<file path="src/design/sol_pkg.sv">
// package for the solitaire keystream block: deck constants, reset order, op codes
// no dependencies
`default_nettype none
package sol_pkg;
    localparam int CARD_W = 5;
    localparam int IDX_W = 5;
    localparam int NUM_LETTERS = 26;
    localparam logic [CARD_W-1:0] JOKER_A = 5'd27;
    localparam logic [CARD_W-1:0] JOKER_B = 5'd28;
    localparam int STEP_LIMIT = 128;
    localparam int STEP_W = 8;

    typedef enum logic [1:0] {
        OP_LOAD    = 2'd0,
        OP_ENCRYPT = 2'd1,
        OP_DECRYPT = 2'd2,
        OP_NONE    = 2'd3
    } t_op;

    function automatic logic [CARD_W-1:0] reset_card(input logic [IDX_W-1:0] idx);
        logic [CARD_W-1:0] v;
        case (idx)
            5'd0: v = 5'd1;   5'd1: v = 5'd4;   5'd2: v = 5'd7;   5'd3: v = 5'd10;
            5'd4: v = 5'd13;  5'd5: v = 5'd16;  5'd6: v = 5'd19;  5'd7: v = 5'd22;
            5'd8: v = 5'd25;  5'd9: v = 5'd28;  5'd10: v = 5'd3;  5'd11: v = 5'd6;
            5'd12: v = 5'd9;  5'd13: v = 5'd12; 5'd14: v = 5'd15; 5'd15: v = 5'd18;
            5'd16: v = 5'd21; 5'd17: v = 5'd24; 5'd18: v = 5'd27; 5'd19: v = 5'd2;
            5'd20: v = 5'd5;  5'd21: v = 5'd8;  5'd22: v = 5'd11; 5'd23: v = 5'd14;
            5'd24: v = 5'd17; 5'd25: v = 5'd20; 5'd26: v = 5'd23; 5'd27: v = 5'd26;
            default: v = 5'd0;
        endcase
        return v;
    endfunction

    function automatic logic [CARD_W-1:0] card_count(input logic [CARD_W-1:0] v);
        return (v > 5'd27) ? 5'd27 : v;
    endfunction
endpackage
`default_nettype wire

</file>
<file path="src/design/sol_ram.sv">
// generic single-port-write, single-port-read ram with registered read
// no dependencies
`default_nettype none
module sol_ram #(
    parameter int WIDTH = 5,
    parameter int DEPTH = 28
) (
    input  wire logic                     i_clk,
    input  wire logic                     i_we,
    input  wire logic [$clog2(DEPTH)-1:0] i_waddr,
    input  wire logic [WIDTH-1:0]         i_wdata,
    input  wire logic [$clog2(DEPTH)-1:0] i_raddr,
    output logic      [WIDTH-1:0]         o_rdata
);
    logic [WIDTH-1:0] r_mem [DEPTH];

    always_ff @(posedge i_clk) begin
        if (i_we) begin
            r_mem[i_waddr] <= i_wdata;
        end
        o_rdata <= r_mem[i_raddr];
    end
endmodule
`default_nettype wire

</file>
<file path="src/design/sol_keystep.sv">
// keystream sequencer: runs the solitaire steps over two deck memories
// depends on sol_pkg and sol_ram
`default_nettype none
module sol_keystep import sol_pkg::*; #(
    parameter int N = 28
) (
    input  wire logic              i_clk,
    input  wire logic              i_rst_n,
    input  wire logic              i_start,
    input  wire logic              i_load,
    input  wire logic [IDX_W-1:0]  i_load_pos,
    input  wire logic [CARD_W-1:0] i_load_card,
    output logic                   o_busy,
    output logic                   o_done,
    output logic                   o_found,
    output logic [CARD_W-1:0]      o_key
);
    localparam logic [IDX_W-1:0] LAST = IDX_W'(N - 1);

    // every copy pass copies the deck from one bank to the other under a permutation;
    // the destination index of each source index is computed from a few scalars
    typedef enum logic [10:0] {
        S_INIT  = 11'b00000000001,
        S_IDLE  = 11'b00000000010,
        S_SCANA = 11'b00000000100,
        S_MOVA  = 11'b00000001000,
        S_SCANB = 11'b00000010000,
        S_MOVB  = 11'b00000100000,
        S_SCANJ = 11'b00001000000,
        S_TCUT  = 11'b00010000000,
        S_BOT   = 11'b00100000000,
        S_CCUT  = 11'b01000000000,
        S_OUT   = 11'b10000000000
    } t_state;

    t_state r_state, n_state;
    logic r_bank, n_bank;               // bank that holds the live deck
    logic [IDX_W:0] r_cnt, n_cnt;       // sweep counter, runs past the last index to cover the registered read
    logic [IDX_W-1:0] r_pa, n_pa, r_pb, n_pb, r_first, n_first, r_last, n_last;
    logic r_fa, n_fa, r_fb, n_fb, r_any, n_any, r_mvb2, n_mvb2;
    logic [CARD_W-1:0] r_n, n_n;
    logic [STEP_W-1:0] r_steps, n_steps;
    logic r_done, n_done, r_found, n_found;
    logic [CARD_W-1:0] r_key, n_key;

    logic [IDX_W-1:0] raddr, waddr, src;
    logic we0, we1;
    logic [CARD_W-1:0] wdata, rd0, rd1, rd;
    logic rvalid;

    sol_ram #(.WIDTH(CARD_W), .DEPTH(N)) u_bank0 (
        .i_clk(i_clk), .i_we(we0), .i_waddr(waddr), .i_wdata(wdata),
        .i_raddr(raddr), .o_rdata(rd0)
    );
    sol_ram #(.WIDTH(CARD_W), .DEPTH(N)) u_bank1 (
        .i_clk(i_clk), .i_we(we1), .i_waddr(waddr), .i_wdata(wdata),
        .i_raddr(raddr), .o_rdata(rd1)
    );

    assign rd = r_bank ? rd1 : rd0;
    assign src = r_cnt[IDX_W-1:0] - 5'd1;
    assign rvalid = (r_cnt != '0);

    function automatic logic [IDX_W-1:0] mv_dst(input logic [IDX_W-1:0] s,
                                                input logic [IDX_W-1:0] p);
        logic [IDX_W-1:0] d;
        if (p != LAST) begin
            d = (s == p) ? p + 5'd1 : ((s == p + 5'd1) ? p : s);
        end else begin
            d = (s == LAST) ? 5'd1 : ((s >= 5'd1) ? s + 5'd1 : s);
        end
        return d;
    endfunction

    always_comb begin
        n_state = r_state; n_bank = r_bank; n_cnt = r_cnt;
        n_pa = r_pa; n_pb = r_pb; n_first = r_first; n_last = r_last;
        n_fa = r_fa; n_fb = r_fb; n_any = r_any; n_mvb2 = r_mvb2;
        n_n = r_n; n_steps = r_steps; n_done = 1'b0; n_found = r_found; n_key = r_key;
        raddr = r_cnt[IDX_W-1:0];
        if (r_cnt > 6'(LAST)) raddr = LAST;
        waddr = i_load_pos; wdata = i_load_card; we0 = 1'b0; we1 = 1'b0;
        case (r_state)
            S_INIT: begin
                waddr = r_cnt[IDX_W-1:0];
                wdata = reset_card(r_cnt[IDX_W-1:0]);
                we0 = 1'b1;
                n_cnt = r_cnt + 6'd1;
                if (r_cnt == 6'(LAST)) begin
                    n_state = S_IDLE; n_cnt = '0; n_bank = 1'b0;
                end
            end
            S_IDLE: begin
                if (i_load && i_load_pos <= LAST) begin
                    we0 = ~r_bank; we1 = r_bank;
                end
                if (i_start) begin
                    n_state = S_SCANA; n_cnt = '0; n_fa = 1'b0; n_steps = '0;
                end
            end
            S_SCANA, S_SCANB, S_SCANJ: begin
                n_cnt = r_cnt + 6'd1;
                if (rvalid) begin
                    if (r_state == S_SCANA && rd == JOKER_A && !r_fa) begin
                        n_fa = 1'b1; n_pa = src;
                    end
                    if (r_state == S_SCANB && rd == JOKER_B && !r_fb) begin
                        n_fb = 1'b1; n_pb = src;
                    end
                    if (r_state == S_SCANJ && (rd == JOKER_A || rd == JOKER_B)) begin
                        if (!r_any) n_first = src;
                        n_last = src; n_any = 1'b1;
                    end
                end
                if (r_cnt == 6'(N)) begin
                    n_cnt = '0;
                    case (r_state)
                        S_SCANA: n_state = r_fa ? S_MOVA : S_SCANB;
                        S_SCANB: n_state = r_fb ? S_MOVB : S_SCANJ;
                        default: n_state = r_any ? S_TCUT : S_BOT;
                    endcase
                    if (r_state == S_SCANA) begin
                        n_fb = 1'b0; n_mvb2 = 1'b0;
                        if (r_fa) n_fa = 1'b1;
                    end
                    if (r_state == S_SCANB) n_any = 1'b0;
                    // last element still in flight
                    if (rvalid && r_state == S_SCANA && rd == JOKER_A && !r_fa) begin
                        n_state = S_MOVA;
                    end
                    if (rvalid && r_state == S_SCANB && rd == JOKER_B && !r_fb) begin
                        n_state = S_MOVB;
                    end
                    if (rvalid && r_state == S_SCANJ && (rd == JOKER_A || rd == JOKER_B)) begin
                        n_state = S_TCUT;
                    end
                end
            end
            S_MOVA, S_MOVB, S_TCUT, S_BOT, S_CCUT: begin
                n_cnt = r_cnt + 6'd1;
                if (r_state == S_BOT) begin
                    raddr = LAST;
                    if (r_cnt == 6'd1) begin
                        n_n = card_count(rd); n_cnt = '0; n_state = S_CCUT;
                    end
                end else if (rvalid) begin
                    we0 = r_bank; we1 = ~r_bank;
                    wdata = rd;
                    case (r_state)
                        S_MOVA: waddr = mv_dst(src, r_pa);
                        S_MOVB: waddr = mv_dst(src, r_pb);
                        S_TCUT: begin
                            if (src > r_last) waddr = src - r_last - 5'd1;
                            else if (src >= r_first) waddr = src + LAST - r_last - r_first;
                            else waddr = src + LAST + 5'd1 - r_first;
                        end
                        default: begin
                            if (src == LAST) waddr = LAST;
                            else if (src >= r_n) waddr = src - r_n;
                            else waddr = src + LAST - r_n;
                        end
                    endcase
                end
                if (r_state != S_BOT && r_cnt == 6'(N)) begin
                    n_cnt = '0; n_bank = ~r_bank;
                    case (r_state)
                        S_MOVA: n_state = S_SCANB;
                        S_MOVB: begin
                            if (!r_mvb2) begin
                                n_mvb2 = 1'b1;
                                n_pb = (r_pb == LAST) ? 5'd1 : r_pb + 5'd1;
                            end else begin
                                n_state = S_SCANJ;
                            end
                        end
                        S_TCUT: n_state = S_BOT;
                        default: n_state = S_OUT;
                    endcase
                end
            end
            S_OUT: begin
                // read top card, then the card at its count
                n_cnt = r_cnt + 6'd1;
                raddr = (r_cnt == 6'd0) ? 5'd0 : card_count(rd);
                if (r_cnt == 6'd2) begin
                    n_cnt = '0;
                    n_steps = r_steps + 8'd1;
                    if (rd >= 5'd1 && rd <= 5'(NUM_LETTERS)) begin
                        n_found = 1'b1; n_key = rd; n_done = 1'b1; n_state = S_IDLE;
                    end else if (r_steps == 8'(STEP_LIMIT - 1)) begin
                        n_found = 1'b0; n_done = 1'b1; n_state = S_IDLE;
                    end else begin
                        n_state = S_SCANA; n_fa = 1'b0;
                    end
                end else if (r_cnt == 6'd1) begin
                    n_n = card_count(rd);
                end
                if (r_cnt == 6'd2) raddr = r_n;
            end
            default: n_state = S_INIT;
        endcase
    end

    always_ff @(posedge i_clk) begin
        if (!i_rst_n) begin
            r_state <= S_INIT; r_cnt <= '0; r_bank <= 1'b0; r_done <= 1'b0;
            r_found <= 1'b0; r_steps <= '0;
        end else begin
            r_state <= n_state; r_cnt <= n_cnt; r_bank <= n_bank; r_done <= n_done;
            r_found <= n_found; r_steps <= n_steps;
        end
        r_pa <= n_pa; r_pb <= n_pb; r_first <= n_first; r_last <= n_last;
        r_fa <= n_fa; r_fb <= n_fb; r_any <= n_any; r_mvb2 <= n_mvb2;
        r_n <= n_n; r_key <= n_key;
    end

    assign o_busy = (r_state != S_IDLE);
    assign o_done = r_done;
    assign o_found = r_found;
    assign o_key = r_key;
endmodule
`default_nettype wire

</file>
<file path="src/design/solitaire_keystream_cipher_top.sv">
// solitaire keystream cipher top level: input handshake, letter shift, output register
// depends on sol_pkg, sol_keystep
// usage:
//  input channel i_valid/o_ready carries op, position, card, letter; output channel
//  o_valid/i_ready carries letter_out and key_value.
//  a load word writes one deck card and gives no result; op 3 is dropped.
//  an encrypt or decrypt word runs keystream steps until an ordinary output card shows,
//  at most 128 steps; if none shows, no result is given. a step is three scans, one copy
//  pass per joker move (three with both jokers present), a triple-cut pass when a joker
//  is present, a bottom read, a count-cut pass and an output read. o_valid rises from
//  the output register, which is loaded from the registered done of the last step.
//  the deck is held in two 28-entry memories used as ping-pong banks, one sweep per pass.
//  after reset the block writes the initial key order and holds o_ready low meanwhile.
//  a finished result waits in the output register with o_ready low; the next word is
//  accepted from the cycle after the result is taken.
`default_nettype none
module solitaire_keystream_cipher_top import sol_pkg::*; #(
    parameter int DECK_SIZE = 28
) (
    input  wire logic                i_clk,
    input  wire logic                i_rst_n,
    input  wire logic                i_valid,
    output logic                     o_ready,
    input  wire logic [1:0]          i_op,
    input  wire logic [IDX_W-1:0]    i_position,
    input  wire logic [CARD_W-1:0]   i_card,
    input  wire logic [CARD_W-1:0]   i_letter,
    output logic                     o_valid,
    input  wire logic                i_ready,
    output logic [CARD_W-1:0]        o_letter_out,
    output logic [CARD_W-1:0]        o_key_value
);
    logic busy, done, found, acc, is_ld, is_run;
    logic [CARD_W-1:0] key;
    logic r_pend, n_pend, r_dec, n_dec, r_ov, n_ov;
    logic [CARD_W-1:0] r_let, n_let, r_lo, n_lo, r_kv, n_kv;
    logic [5:0] sum;
    logic [5:0] sum_m;

    // pending result must be able to land: allow start only if output is free
    assign o_ready = !busy && !r_pend && !r_ov;
    assign acc = i_valid && o_ready;
    assign is_ld = acc && (t_op'(i_op) == OP_LOAD);
    assign is_run = acc && (t_op'(i_op) == OP_ENCRYPT || t_op'(i_op) == OP_DECRYPT);

    sol_keystep #(.N(DECK_SIZE)) u_step (
        .i_clk(i_clk), .i_rst_n(i_rst_n), .i_start(is_run), .i_load(is_ld),
        .i_load_pos(i_position), .i_load_card(i_card),
        .o_busy(busy), .o_done(done), .o_found(found), .o_key(key)
    );

    // letter mod 26 first, then add or subtract key
    always_comb begin
        logic [CARD_W-1:0] lm;
        lm = (r_let >= 5'd26) ? r_let - 5'd26 : r_let;
        if (!r_dec) sum = 6'(lm) + 6'(key);
        else sum = 6'(lm) + 6'd26 - 6'(key);
        sum_m = (sum > 6'd26) ? sum - 6'd26 : sum;
        if (sum_m == 6'd0) sum_m = 6'd26;
    end

    always_comb begin
        n_pend = r_pend; n_dec = r_dec; n_let = r_let; n_ov = r_ov; n_lo = r_lo; n_kv = r_kv;
        if (is_run) begin
            n_pend = 1'b1; n_dec = (t_op'(i_op) == OP_DECRYPT); n_let = i_letter;
        end
        if (r_ov && i_ready) n_ov = 1'b0;
        if (done) begin
            n_pend = 1'b0;
            if (found) begin
                n_ov = 1'b1; n_lo = sum_m[CARD_W-1:0]; n_kv = key;
            end
        end
    end

    always_ff @(posedge i_clk) begin
        if (!i_rst_n) begin
            r_pend <= 1'b0; r_ov <= 1'b0;
        end else begin
            r_pend <= n_pend; r_ov <= n_ov;
        end
        r_dec <= n_dec; r_let <= n_let; r_lo <= n_lo; r_kv <= n_kv;
    end

    assign o_valid = r_ov;
    assign o_letter_out = r_lo;
    assign o_key_value = r_kv;
endmodule
`default_nettype wire

</file>
<file path="config.mk">
export PLATFORM = sky130hd
export DESIGN_NAME = solitaire_keystream_cipher_top
export DESIGN_NICKNAME = d
export VERILOG_FILES = /design/src/design/sol_pkg.sv /design/src/design/sol_ram.sv /design/src/design/sol_keystep.sv /design/src/design/solitaire_keystream_cipher_top.sv
export SDC_FILE = /design/constraint.sdc
export NUM_CORES = 1
export LEC_CHECK = 0
export BUFFER_PORTS_ARGS = -buffer_cell sky130_fd_sc_hd__buf_2
export CAP_MARGIN = 20
export CORE_ASPECT_RATIO = 1.75
export CORE_UTILIZATION = 42
export CTS_CLUSTER_DIAMETER = 40
export DETAILED_ROUTE_END_ITERATION = 10
export PLACE_DENSITY = 0.58
export RECOVER_POWER = 100
export SKIP_LAST_GASP = 1
export SLEW_MARGIN = 5
export SYNTH_ARGS = -nofsm -noshare
export SYNTH_HDL_FRONTEND = slang
export SYNTH_HIERARCHICAL = 1
export SYNTH_SLANG_ARGS = --single-unit
</file>
<file path="constraint.sdc">
create_clock -name i_clk -period 7.1 [get_ports i_clk]
set_clock_uncertainty 0.1 [all_clocks]
set_input_delay 0.355 -clock i_clk [delete_from_list [all_inputs] [get_ports i_clk]]
set_output_delay 0.355 -clock i_clk [all_outputs]
set_load 0.1 [all_outputs]
</file>
Word level (Yosys, flattened, before mapping)
Memory sizes are Yosys's and may differ from the RTL's. A register that Yosys moved wholly into a read port is not among the register bits.
Cells that the tools add are included.
{"block": "op_classes", "n_addsub": 20, "order_cmp": 11, "reduce_logical": 58, "n_eq_ne": 44, "n_bitwise": 3, "mux": 117}
{"operator": "2-to-1 mux 5 bit", "count": 35}
{"operator": "2-to-1 mux 11 bit", "count": 12}
{"operator": "case mux 11 bit (5 select lines)", "count": 1}
{"operator": "2-to-1 mux 6 bit", "count": 9}
{"operator": "case mux 5 bit (2 select lines)", "count": 5}
{"operator": "2-to-1 mux 1 bit", "count": 40}
{"operator": "case mux 11 bit (3 select lines)", "count": 1}
{"operator": "case mux 6 bit (5 select lines)", "count": 1}
{"operator": "subtractor 5 bit", "count": 6}
{"operator": "AND reduction 3 bit", "count": 8}
{"operator": "logical AND 1 bit", "count": 22}
{"operator": "case mux 11 bit (2 select lines)", "count": 1}
{"operator": "adder 5 x 1 -> 5 bit (second input constant)", "count": 4}
{"operator": "== test 5 bit", "count": 4}
{"operator": "== test 5 bit (second input constant)", "count": 4}
{"operator": "inequality test 2 x 1 -> 1 bit (second input constant)", "count": 9}
{"operator": "2-to-1 mux 8 bit", "count": 2}
{"operator": "case mux 8 bit (2 select lines)", "count": 1}
{"operator": "case mux 5 bit (3 select lines)", "count": 1}
{"operator": "== test 6 x 5 -> 1 bit (second input constant)", "count": 2}
{"operator": "> comparator 6 x 5 -> 1 bit (second input constant)", "count": 2}
{"operator": "logical NOT 6 bit", "count": 2}
{"operator": "== test 11 x 1 -> 1 bit (second input constant)", "count": 1}
{"operator": "== test 11 x 10 -> 1 bit (second input constant)", "count": 1}
{"operator": "53 further kinds", "count": 79}
{"block": "totals", "n_memories": 3, "mem_bits_ro": 160, "mem_bits_rw": 280, "input_bits": 21, "reg_bits": 80, "out_inout_bits": 12, "word_cells": 278}
{"memory": "(name not given)", "words": 32, "word_bits": 5, "read_ports": 1, "rd_clocked_by_memory_dff": 1, "write_ports": 0, "line": "sol_pkg.sv:22", "text": "case (idx)"}
{"memory": "u_step.u_bank0.r_mem", "words": 28, "word_bits": 5, "read_ports": 1, "rd_clocked_by_memory_dff": 1, "write_ports": 1, "line": "sol_ram.sv:15", "text": "logic [WIDTH-1:0] r_mem [DEPTH];"}
{"memory": "u_step.u_bank1.r_mem", "words": 28, "word_bits": 5, "read_ports": 1, "rd_clocked_by_memory_dff": 1, "write_ports": 1, "line": "sol_ram.sv:15"}

Logic depth before layout (Yosys ltp)
Gate-level depths: netlist of the first run.
{"block": "depth", "depth_word": 11, "depth_mapped": 21, "ltp_nobuf": 20}

Hierarchy
Netlist of the first run, hierarchy kept.
{"module": "sol_ram", "area_each_um2": 5738.0, "cells_each": 327, "n_inst": 2, "seq_area_each_um2": 4304.1}
{"module": "sol_keystep", "area_each_um2": 6074.6, "cells_each": 752, "n_inst": 1, "seq_area_each_um2": 1681.6}
{"module": "solitaire_keystream_cipher_top", "area_each_um2": 1520.2, "cells_each": 157, "n_inst": 1, "seq_area_each_um2": 520.5}

Worst setup path after synthesis of the first run
Ideal clock, no wire load.
{"block": "synth_timing", "path_type": "reg2reg", "startpoint": "register u_step.r_state[7]", "endpoint": "register with a tool-made name", "path_stages_with_launch": 14, "n_path_buf": 1, "t_required_ns": 6.874, "setup_slack_ns": 1.282, "setup_time_ns": 0.126, "synth_period_minus_slack_ns": 5.818, "arrival_ns": 5.592, "cell_sequence": "dfxtp_1 buf_2 nor4_1 nand4_1 nor3_1 and3_1 nor2_1 a31oi_1 nand3_1 a21oi_1 ha_1 nor2b_1 o32ai_1 a31oi_1"}
{"element": "start, declared", "line": "sol_keystep.sv:36", "text": "t_state r_state, n_state;"}
{"element": "start signal, assigned", "line": "sol_keystep.sv:209", "text": "r_state <= n_state; r_cnt <= n_cnt; r_bank <= n_bank; r_done <= n_done;"}

Final worst setup path of the first run
{"block": "layout_timing", "startpoint": "register u_step.r_cnt[1]", "endpoint": "memory u_step.u_bank1.r_mem[8][1], enable pin"}
{"block": "layout_between", "elab_chain_len": 10, "elab_cells_between_ends": 42, "classes_between": "add/sub (11); order compare (4); eq/ne (5); mux (21); reduce/logical (1)"}
{"element": "start, declared", "line": "sol_keystep.sv:38", "text": "logic [IDX_W:0] r_cnt, n_cnt;"}
{"element": "start signal, assigned", "line": "sol_keystep.sv:209"}
{"element": "subtractor 5 x 1 -> 5 bit (*)", "line": "sol_keystep.sv:61", "text": "assign src = r_cnt[IDX_W-1:0] - 5'd1;"}
{"element": "net u_step.src[2]", "line": "sol_keystep.sv:46", "text": "logic [IDX_W-1:0] raddr, waddr, src;"}
{"element": "adder 5 bit", "line": "sol_keystep.sv:154, sol_keystep.sv:155, sol_keystep.sv:160"}
{"element": "adder 5 x 1 -> 5 bit or subtractor 5 bit (tied branches)", "line": "sol_keystep.sv:155, sol_keystep.sv:154"}
{"element": "subtractor 5 bit, on equally long branches", "line": "sol_keystep.sv:155, sol_keystep.sv:154"}
{"element": "2-to-1 mux 5 bit", "line": "sol_keystep.sv:154", "text": "else if (src >= r_first) waddr = src + LAST - r_last - r_first;"}
{"element": "2-to-1 mux 5 bit", "line": "sol_keystep.sv:153", "text": "if (src > r_last) waddr = src - r_last - 5'd1;"}
{"element": "case mux 5 bit (3 select lines) (*)", "line": "sol_keystep.sv:149", "text": "case (r_state)"}
{"element": "2-to-1 mux 5 bit (*)", "line": "sol_keystep.sv:146", "text": "end else if (rvalid) begin"}
{"element": "2-to-1 mux 5 bit (*)", "line": "sol_keystep.sv:141", "text": "if (r_state == S_BOT) begin"}
{"element": "case mux 5 bit (2 select lines) (*)", "line": "sol_keystep.sv:83", "text": "case (r_state)"}
{"element": "net u_step.waddr[4]", "line": "sol_keystep.sv:46"}
{"element": "end, declared", "line": "sol_ram.sv:15"}
Mark *: on every way through the listed nets, which the timed path passes. The rest lies on a longest branch.

==> results of run 1 <==
-- routing by layer --
metal	GRT usage, %	routed length [um]	vias to the layer above
met5	0	29	-
met1	23.4	18200	6341
met4	13.9	3320	4
li1	-	-	5966
met3	3.33	2240	192
met2	42.9	28600	419
-- cells by family (layout without fill, tap and decap cells) --
group	Yosys count	in the layout	synth area share (%)
AND/OR/NAND/NOR	479	479	12.2
flip-flops	375	375	56.7
AO/OA/AOI/OAI	285	285	10.1
buffers and inverters	152	223	3.42
multiplexers	139	139	9.46
adder cells (fa/ha/maj)	71	71	5.00
XOR/XNOR	62	62	3.11
-- flip-flops by register name, summed over array words and instances (netlist names), 5 cells and up, named ones only --
name / cells
u_step/u_bank0/r_mem: 140
u_step/r_pb: 5
u_step/r_cnt: 6
u_step/u_bank1/r_mem: 140
u_step/o_key: 5
u_step/r_pa: 5
u_step/r_state: 11
u_step/u_bank1/o_rdata: 5
u_step/u_bank0/o_rdata: 5
u_step/r_steps: 8
u_step/r_first: 5
o_key_value: 5
u_step/r_n: 5
o_letter_out: 5
r_let: 5
u_step/r_last: 5
-- cells in the final DEF (no fill, tap or decap), drive strengths merged, types with 32 or more instances in the layout --
master and instances:
a21oi 76, buf 33, clkbuf 72, dfxtp 45, edfxtp 330, ha 61
inv 91, mux2i 109, nand2 109, nand3 49, nor2 154, nor3 32
o21ai 61
-- final cells by class --
type                            count  area, um^2  share of cell area, %
Clock inverter                     30         310                   1.46
Inverter                           83         312                   1.47
Tap cell                          577         722                   3.40
Clock buffer                       50        1130                   5.34
Multi-Input combinational cell   1036        7600                   35.8
Sequential cell                   375       10800                   50.9
Timing Repair Buffer               60         330                   1.56
-- worst max-delay path: stages (launching register included) --
cell and delay [ps]:
dfxtp_1 530, inv_1 150, ha_1 320, xnor2_2 160, clkbuf_1 360, clkinv_1 190, xnor2_1 330, inv_1 90
fa_1 490, inv_1 40, ha_1 320, a21o_1 170, a21oi_1 160, xnor2_1 80, mux2i_1 180, xnor2_1 140
mux2i_1 110, nand3_1 120, nand3_1 640, or3b_2 770, nor2_1 380
-- synthesized netlist by cell type (8+ instances only) --
library cell / number
o21ai_0: 57
clkbuf_1: 37
o211ai_1: 9
and3_1: 13
nor2_1: 154
mux4_2: 20
nor3_1: 32
buf_1: 8
mux2i_1: 109
dfxtp_1: 45
ha_1: 61
mux4_1: 10
and2_1: 8
inv_1: 79
or3_1: 8
xor2_1: 29
nand2_1: 109
nand3_1: 49
a21o_1: 9
nand3b_1: 15
fa_1: 9
edfxtp_1: 330
nand4_1: 25
xnor2_1: 29
a21oi_1: 73
a22oi_1: 29
nor2b_1: 15
a31oi_1: 21
buf_2: 12
-- stage by stage --
step / hold slack [ps] / cell area, um^2 / instances
6_report: 28.1 / 21200 / 2211
5_1_grt: 26.2 / 21200 / 2211
4_1_cts: 11.9 / 21300 / 2210
3_5_place_dp: 376 / 19800 / 2125
3_3_place_gp: 371 / 19800 / 2125
2_1_floorplan: 348 / 19100 / 1563
-- report_power, final --
group / switching [mW] / internal (mW) / total, mW / leakage [nW]
Sequential: 0.0480 / 2.70 / 2.75 / 3.37
Clock: 0.938 / 1.28 / 2.22 / 0.704
Combinational: 1.21 / 0.621 / 1.83 / 3.41
-- final timing paths --
kind,start,to,slack (ps),cells past startpoint
worst min register to register,u_step/r_steps[7]$_SDFFE_PN0P_,u_step/r_steps[7]$_SDFFE_PN0P_,380,2
worst max-delay path,u_step/r_cnt[1]$_SDFFE_PN0P_,u_step/u_bank1/r_mem[8][1]$_DFFE_PP_,900,20
worst max register to register,u_step/r_cnt[1]$_SDFFE_PN0P_,u_step/u_bank1/r_mem[8][1]$_DFFE_PP_,900,20
worst min-delay path,i_ready,o_valid$_SDFF_PN0_,30,3
==> impl_results.md, run 1 <==
- Final hold violation count: 0
- H-Tree Level Count: 2
- Register area share after synthesis: 56.7%
- Post-Syn Area: roughly 19000 um^2
- Post-CTS Hold Buffers: 5
- Synth cell types: 91
- Vias/cell: approximately 5.8
- Tcrit/Tclk final: roughly 87%
- Clock buffer depth: 3
- VDD IR max: roughly 0.19 mV
- Die area: 46300 um^2
- Final Worst Setup Slack: ~900 ps
- Clock root cell: clkbuf_16
- Post-layout util: a little under half
- Final setup fails: 0
- Leakage Power: around 7.5 nW
- Die width: 163 um
- Clock net sink count: 375
- Slew HR: -97.3%
- Failing checks: capacitance limit, slew limit
- Total grt overflow: 0
- Syn Nets: approximately 1.7k
- Synth top area share: approximately half
- Min-Delay Path Class: input pin to flip-flop
- Initial antenna violation count: 2
- Area Overhead vs Synth: 11.3%
- Status: finished, violations left
- Setup Total Neg Slack: 0 ps
- Critical Path RT: just over 7000 ps
- Final Max Slew Viols: approximately 210
- Core Box Area: ~45000 um^2
- Area leader, netlist: edfxtp_1
- Setup crit end kind: flip-flop
- Layout cells sized above 1: under 10%
- # Post-CTS Setup Buffers: 0
- Fin nets: 1690
- Setup CP Type: flip-flop to flip-flop
- Chip Height: between 200 and 300 um
- Fillers: slightly above 4k
- Pre-antenna DRT Iters: 5
- Average routed wire per standard cell: between 20 and 25 um
- Drt drc: 0
- Crit path time final: about 6200 ps
- # diodes: 0
- Power per standard cell area: approximately 320 nW/um^2
- Unrepaired setup endpoints after global routing: false
- Vias in the first global route: 13.3k
- Number of port buffers: 32
- Largest net degree at the start of global routing: between 50 and 60
- Max-Cap Viols: 4
- Synth warnings: 6
- CP Data Arrival Time: 6310 ps
- Worst slew pin tran: between 2000 and 3000 ps
- Area contributors post-synth: edfxtp_1 52%, mux2i_1 5.7%, dfxtp_1 4.7%
- F_max: ~0.16 GHz
- CTS tree: done
- Initial core utilization: around 42%
- Ys flop type: edfxtp_1
- CTS clk-pin slew, worst paths: approximately 60 ps
- DP Worst Slack: between 1000 and 1500 ps
- Total track usage: between 20% and 30%
- Post-CTS sizing: 0
- First-iteration detailed-routing DRC count: 912
- CTS Buf Count: 43
- Design Power: between 6 and 7 mW
- DRT antenna net count: 0
- Synth Instances: 1563
- Synth Register Bits: ~380
- GPL Wtd Cong: 0.943
- WL final: approximately 52000 um
- Number of flops mapped to enable cells by yosys: 330
- Final HPWL DP: 37400 um
- Synthesized area per cell: between 10 and 15 um^2
- Critical path peak fanout: 14
- Critical path launch point type: flip-flop
- Asr flop ratio synth: 0%
- Total number of vias: about 13k
- Ports: 33
- Clk Latency, worst-skew pair: ~580 ps
- First-pass GRT wire length: 78600 um
- FP Rows: 103
Note: power is estimated with default switching activity, not from simulation.
==> inputs of run 2 (changes only) <==
HOLD_SLACK_MARGIN = 0.08   (was default)
==> run 2 against run 1 <==
Clock-buffer cell count unchanged; critical endpoint is now u_step/u_bank0/r_mem[24][1]$_DFFE_PP_; wire length barely moved; maximum frequency increased by 0.18%; largest power group unchanged; sequential power about the same; the flow still finishes with violations (capacitance limit, slew limit); core utilization hardly changed; non-clock buffer count up 2; power barely moved; largest cell class unchanged; hold slack better by 110 ps; combinational power barely moved.
==> impl_results.md, run 2 (synthesis gave the netlist of run 1 again) <==
- Status: finished, violations left
- Failing checks: capacitance limit, slew limit
- Placed cells: 2125 (unchanged)
- Drt drc: 0 (unchanged)
- Total grt overflow: 0 (unchanged)
- Ports: 33 (unchanged)
- Worst slew pin tran: 2950 ps (-12.0 ps)
- Clock buffer depth: 3 (unchanged)
- Initial antenna violation count: 2 (unchanged)
- Fillers: 4044 (unchanged)
- Vias/cell: 5.84 (about the same)
- # diodes: 0 (unchanged)
- CP delay by family, top: buffers and inverters
- WL final: 52300 um (about the same)
- Max-Cap Viols: 4 (unchanged)
- Post-CTS sizing: 0 (unchanged)
- CP Cell Sequence: or4_1 > or4_1 > o21a_1 > inv_1 > nand3_1 > nor2_1 > a221o_2 > clkbuf_1
- GPL Wtd Cong: 0.943 (unchanged)
- Die width: 163 um (unchanged)
- Final HPWL DP: 37400 um (unchanged)
- Fin Hold WS: 136 ps (+108 ps)
- CP bufs+invs: 2 (-3)
- CP Data Arrival Time: 6010 ps (-300 ps)
- VDD IR max: 0.192 mV (about the same)
- Final Max Slew Viols: 212 (unchanged)
- Min-Delay Path Class: input pin to flip-flop
- DRT antenna net count: 0 (unchanged)
- F_max: 0.162 GHz (+0.18%)
- Clock root cell: clkbuf_16
- CP peak stage delay: 2080 ps (+1310 ps)
- First-pass GRT wire length: 78600 um (about the same)
- Vias in the first global route: 13.4k (+0.24%)
- Finished Layout Cells: 2213 (+0.090%)
- Initial core utilization: 42.4% (unchanged)
- FP Rows: 103 (unchanged)
- Biggest regs: u_step/u_bank0/r_mem: 140 flops, u_step/u_bank1/r_mem: 140 flops, u_step/r_state: 11 flops
- Core Box Area: 45000 um^2 (unchanged)
- Unrepaired setup endpoints after global routing: false
- Most common cell after layout, fill and taps aside: edfxtp_1
- Die area: 46300 um^2 (unchanged)
- Critical Path RT: 6920 ps (-290 ps)
- Post-CTS Hold Buffers: 7 (+2)
- First-iteration detailed-routing DRC count: 942 (+3.3%)
- Most frequent CP cell: or4_1
- Critical path peak fanout: 56 (+42)
- CTS tree: done
- Setup Total Neg Slack: 0 ps (unchanged)
- Crit path time final: 6190 ps (-10.9 ps)
- Final setup fails: 0 (unchanged)
- Clock net sink count: 375 (unchanged)
- Setup crit end kind: flip-flop
- Final hold violation count: 0 (unchanged)
- # Post-CTS Setup Buffers: 0 (unchanged)
- Number of port buffers: 32 (unchanged)
- Slew HR: -96.5% (+0.80 points)
- Total number of vias: 12.9k (+0.031%)
- Largest net degree at the start of global routing: 57 (unchanged)
- Chip Height: 284 um (unchanged)
- CTS Buf Count: 43 (unchanged)
- Fin nets: 1692 (+0.12%)
- Power per standard cell area: 320 nW/um^2 (about the same)
- Pre-antenna DRT Iters: 7 (+2)
- CTS clk-pin slew, worst paths: 60 ps (about the same)
- Tcrit/Tclk final: 87.2% (-0.15 points)
- Setup CP Type: flip-flop to flip-flop
- Layout cells sized above 1: 9.60% (-0.073 points)
- Clk Latency, worst-skew pair: 580 ps (about the same)
- Critical path launch point type: flip-flop
- Area Overhead vs Synth: 11.4% (about the same)
- Average routed wire per standard cell: 23.6 um (-0.11%)
- Leakage Power: 7.49 nW (about the same)
- H-Tree Level Count: 2 (unchanged)
- CP max-delay cell: clkbuf_1
- Total track usage: 22.9% (about the same)
- Most frequent cells in the layout: 330 x edfxtp_1, 154 x nor2_1, 109 x nand2_1, 109 x mux2i_1, 80 x inv_1
-- run 2: cell types whose count changed in the layout (fill, tap and decap cells not counted), sizes merged --
cell	previous run	this run
buf	33	32
clkbuf	72	73
dlygate4sd3	5	7
-- run 2: layer usage --
layer  wire [um]  vias up  track usage [%]  part of all wire [%]
met5          29        -                0                 0.055
met4        3310        4             14.0                   6.3
met3        2200      196             3.42                   4.2
met2       28600      427             43.0                    55
met1       18200     6335             23.3                    35
li1            -     5964                -                     -
-- run 2: power by group --
part	leakage (nW)	switching, mW	internal (mW)	total (mW)
Sequential	3.37	0.0478	2.70	2.75
Combinational	3.42	1.20	0.622	1.83
Clock	0.704	0.939	1.28	2.22
-- run 2: final cells by class --
cell class | count | area, um^2 | area share, %
flip-flops and latches | 375 | 10800 | 50.9
multi-input cells | 1036 | 7600 | 35.8
clock buffers | 50 | 1130 | 5.34
well taps | 577 | 722 | 3.40
repair buffers | 62 | 349 | 1.64
inverters | 83 | 312 | 1.47
clock inverters | 30 | 310 | 1.46
-- run 2: worst min-delay path, cell delays in order --
cell	delay, ps
buf_2	100
inv_1	70
ha_1	150
-- run 2: path summary, 6_finish.rpt --
| kind | cells past startpoint | slack, ps | start | end |
|---|---|---|---|---|
| worst max register to register | 8 | 910 | u_step/r_state[5]$_SDFFE_PN0P_ | u_step/u_bank0/r_mem[24][1]$_DFFE_PP_ |
| worst max-delay path | 8 | 910 | u_step/r_state[5]$_SDFFE_PN0P_ | u_step/u_bank0/r_mem[24][1]$_DFFE_PP_ |
| worst min-delay path | 3 | 140 | i_op[0] | r_dec$_DFFE_PP_ |
| worst min register to register | 2 | 380 | u_step/r_steps[7]$_SDFFE_PN0P_ | u_step/r_steps[7]$_SDFFE_PN0P_ |
-- run 2: per-stage QoR --
| stage | total power [mW] | utilization, % | instance area [um^2] | setup slack [ps] |
|---|---|---|---|---|
| after detailed placement | 4.62 | 44.0 | 19800 | 1290 |
| after global routing | 7.08 | 47.2 | 21200 | 494 |
| final | 6.80 | 47.2 | 21200 | 910 |
| after global placement | 4.61 | 44.0 | 19800 | 1380 |
| after CTS | 6.85 | 47.4 | 21300 | 1290 |
| after floorplan | 4.00 | - | 19100 | 1280 |
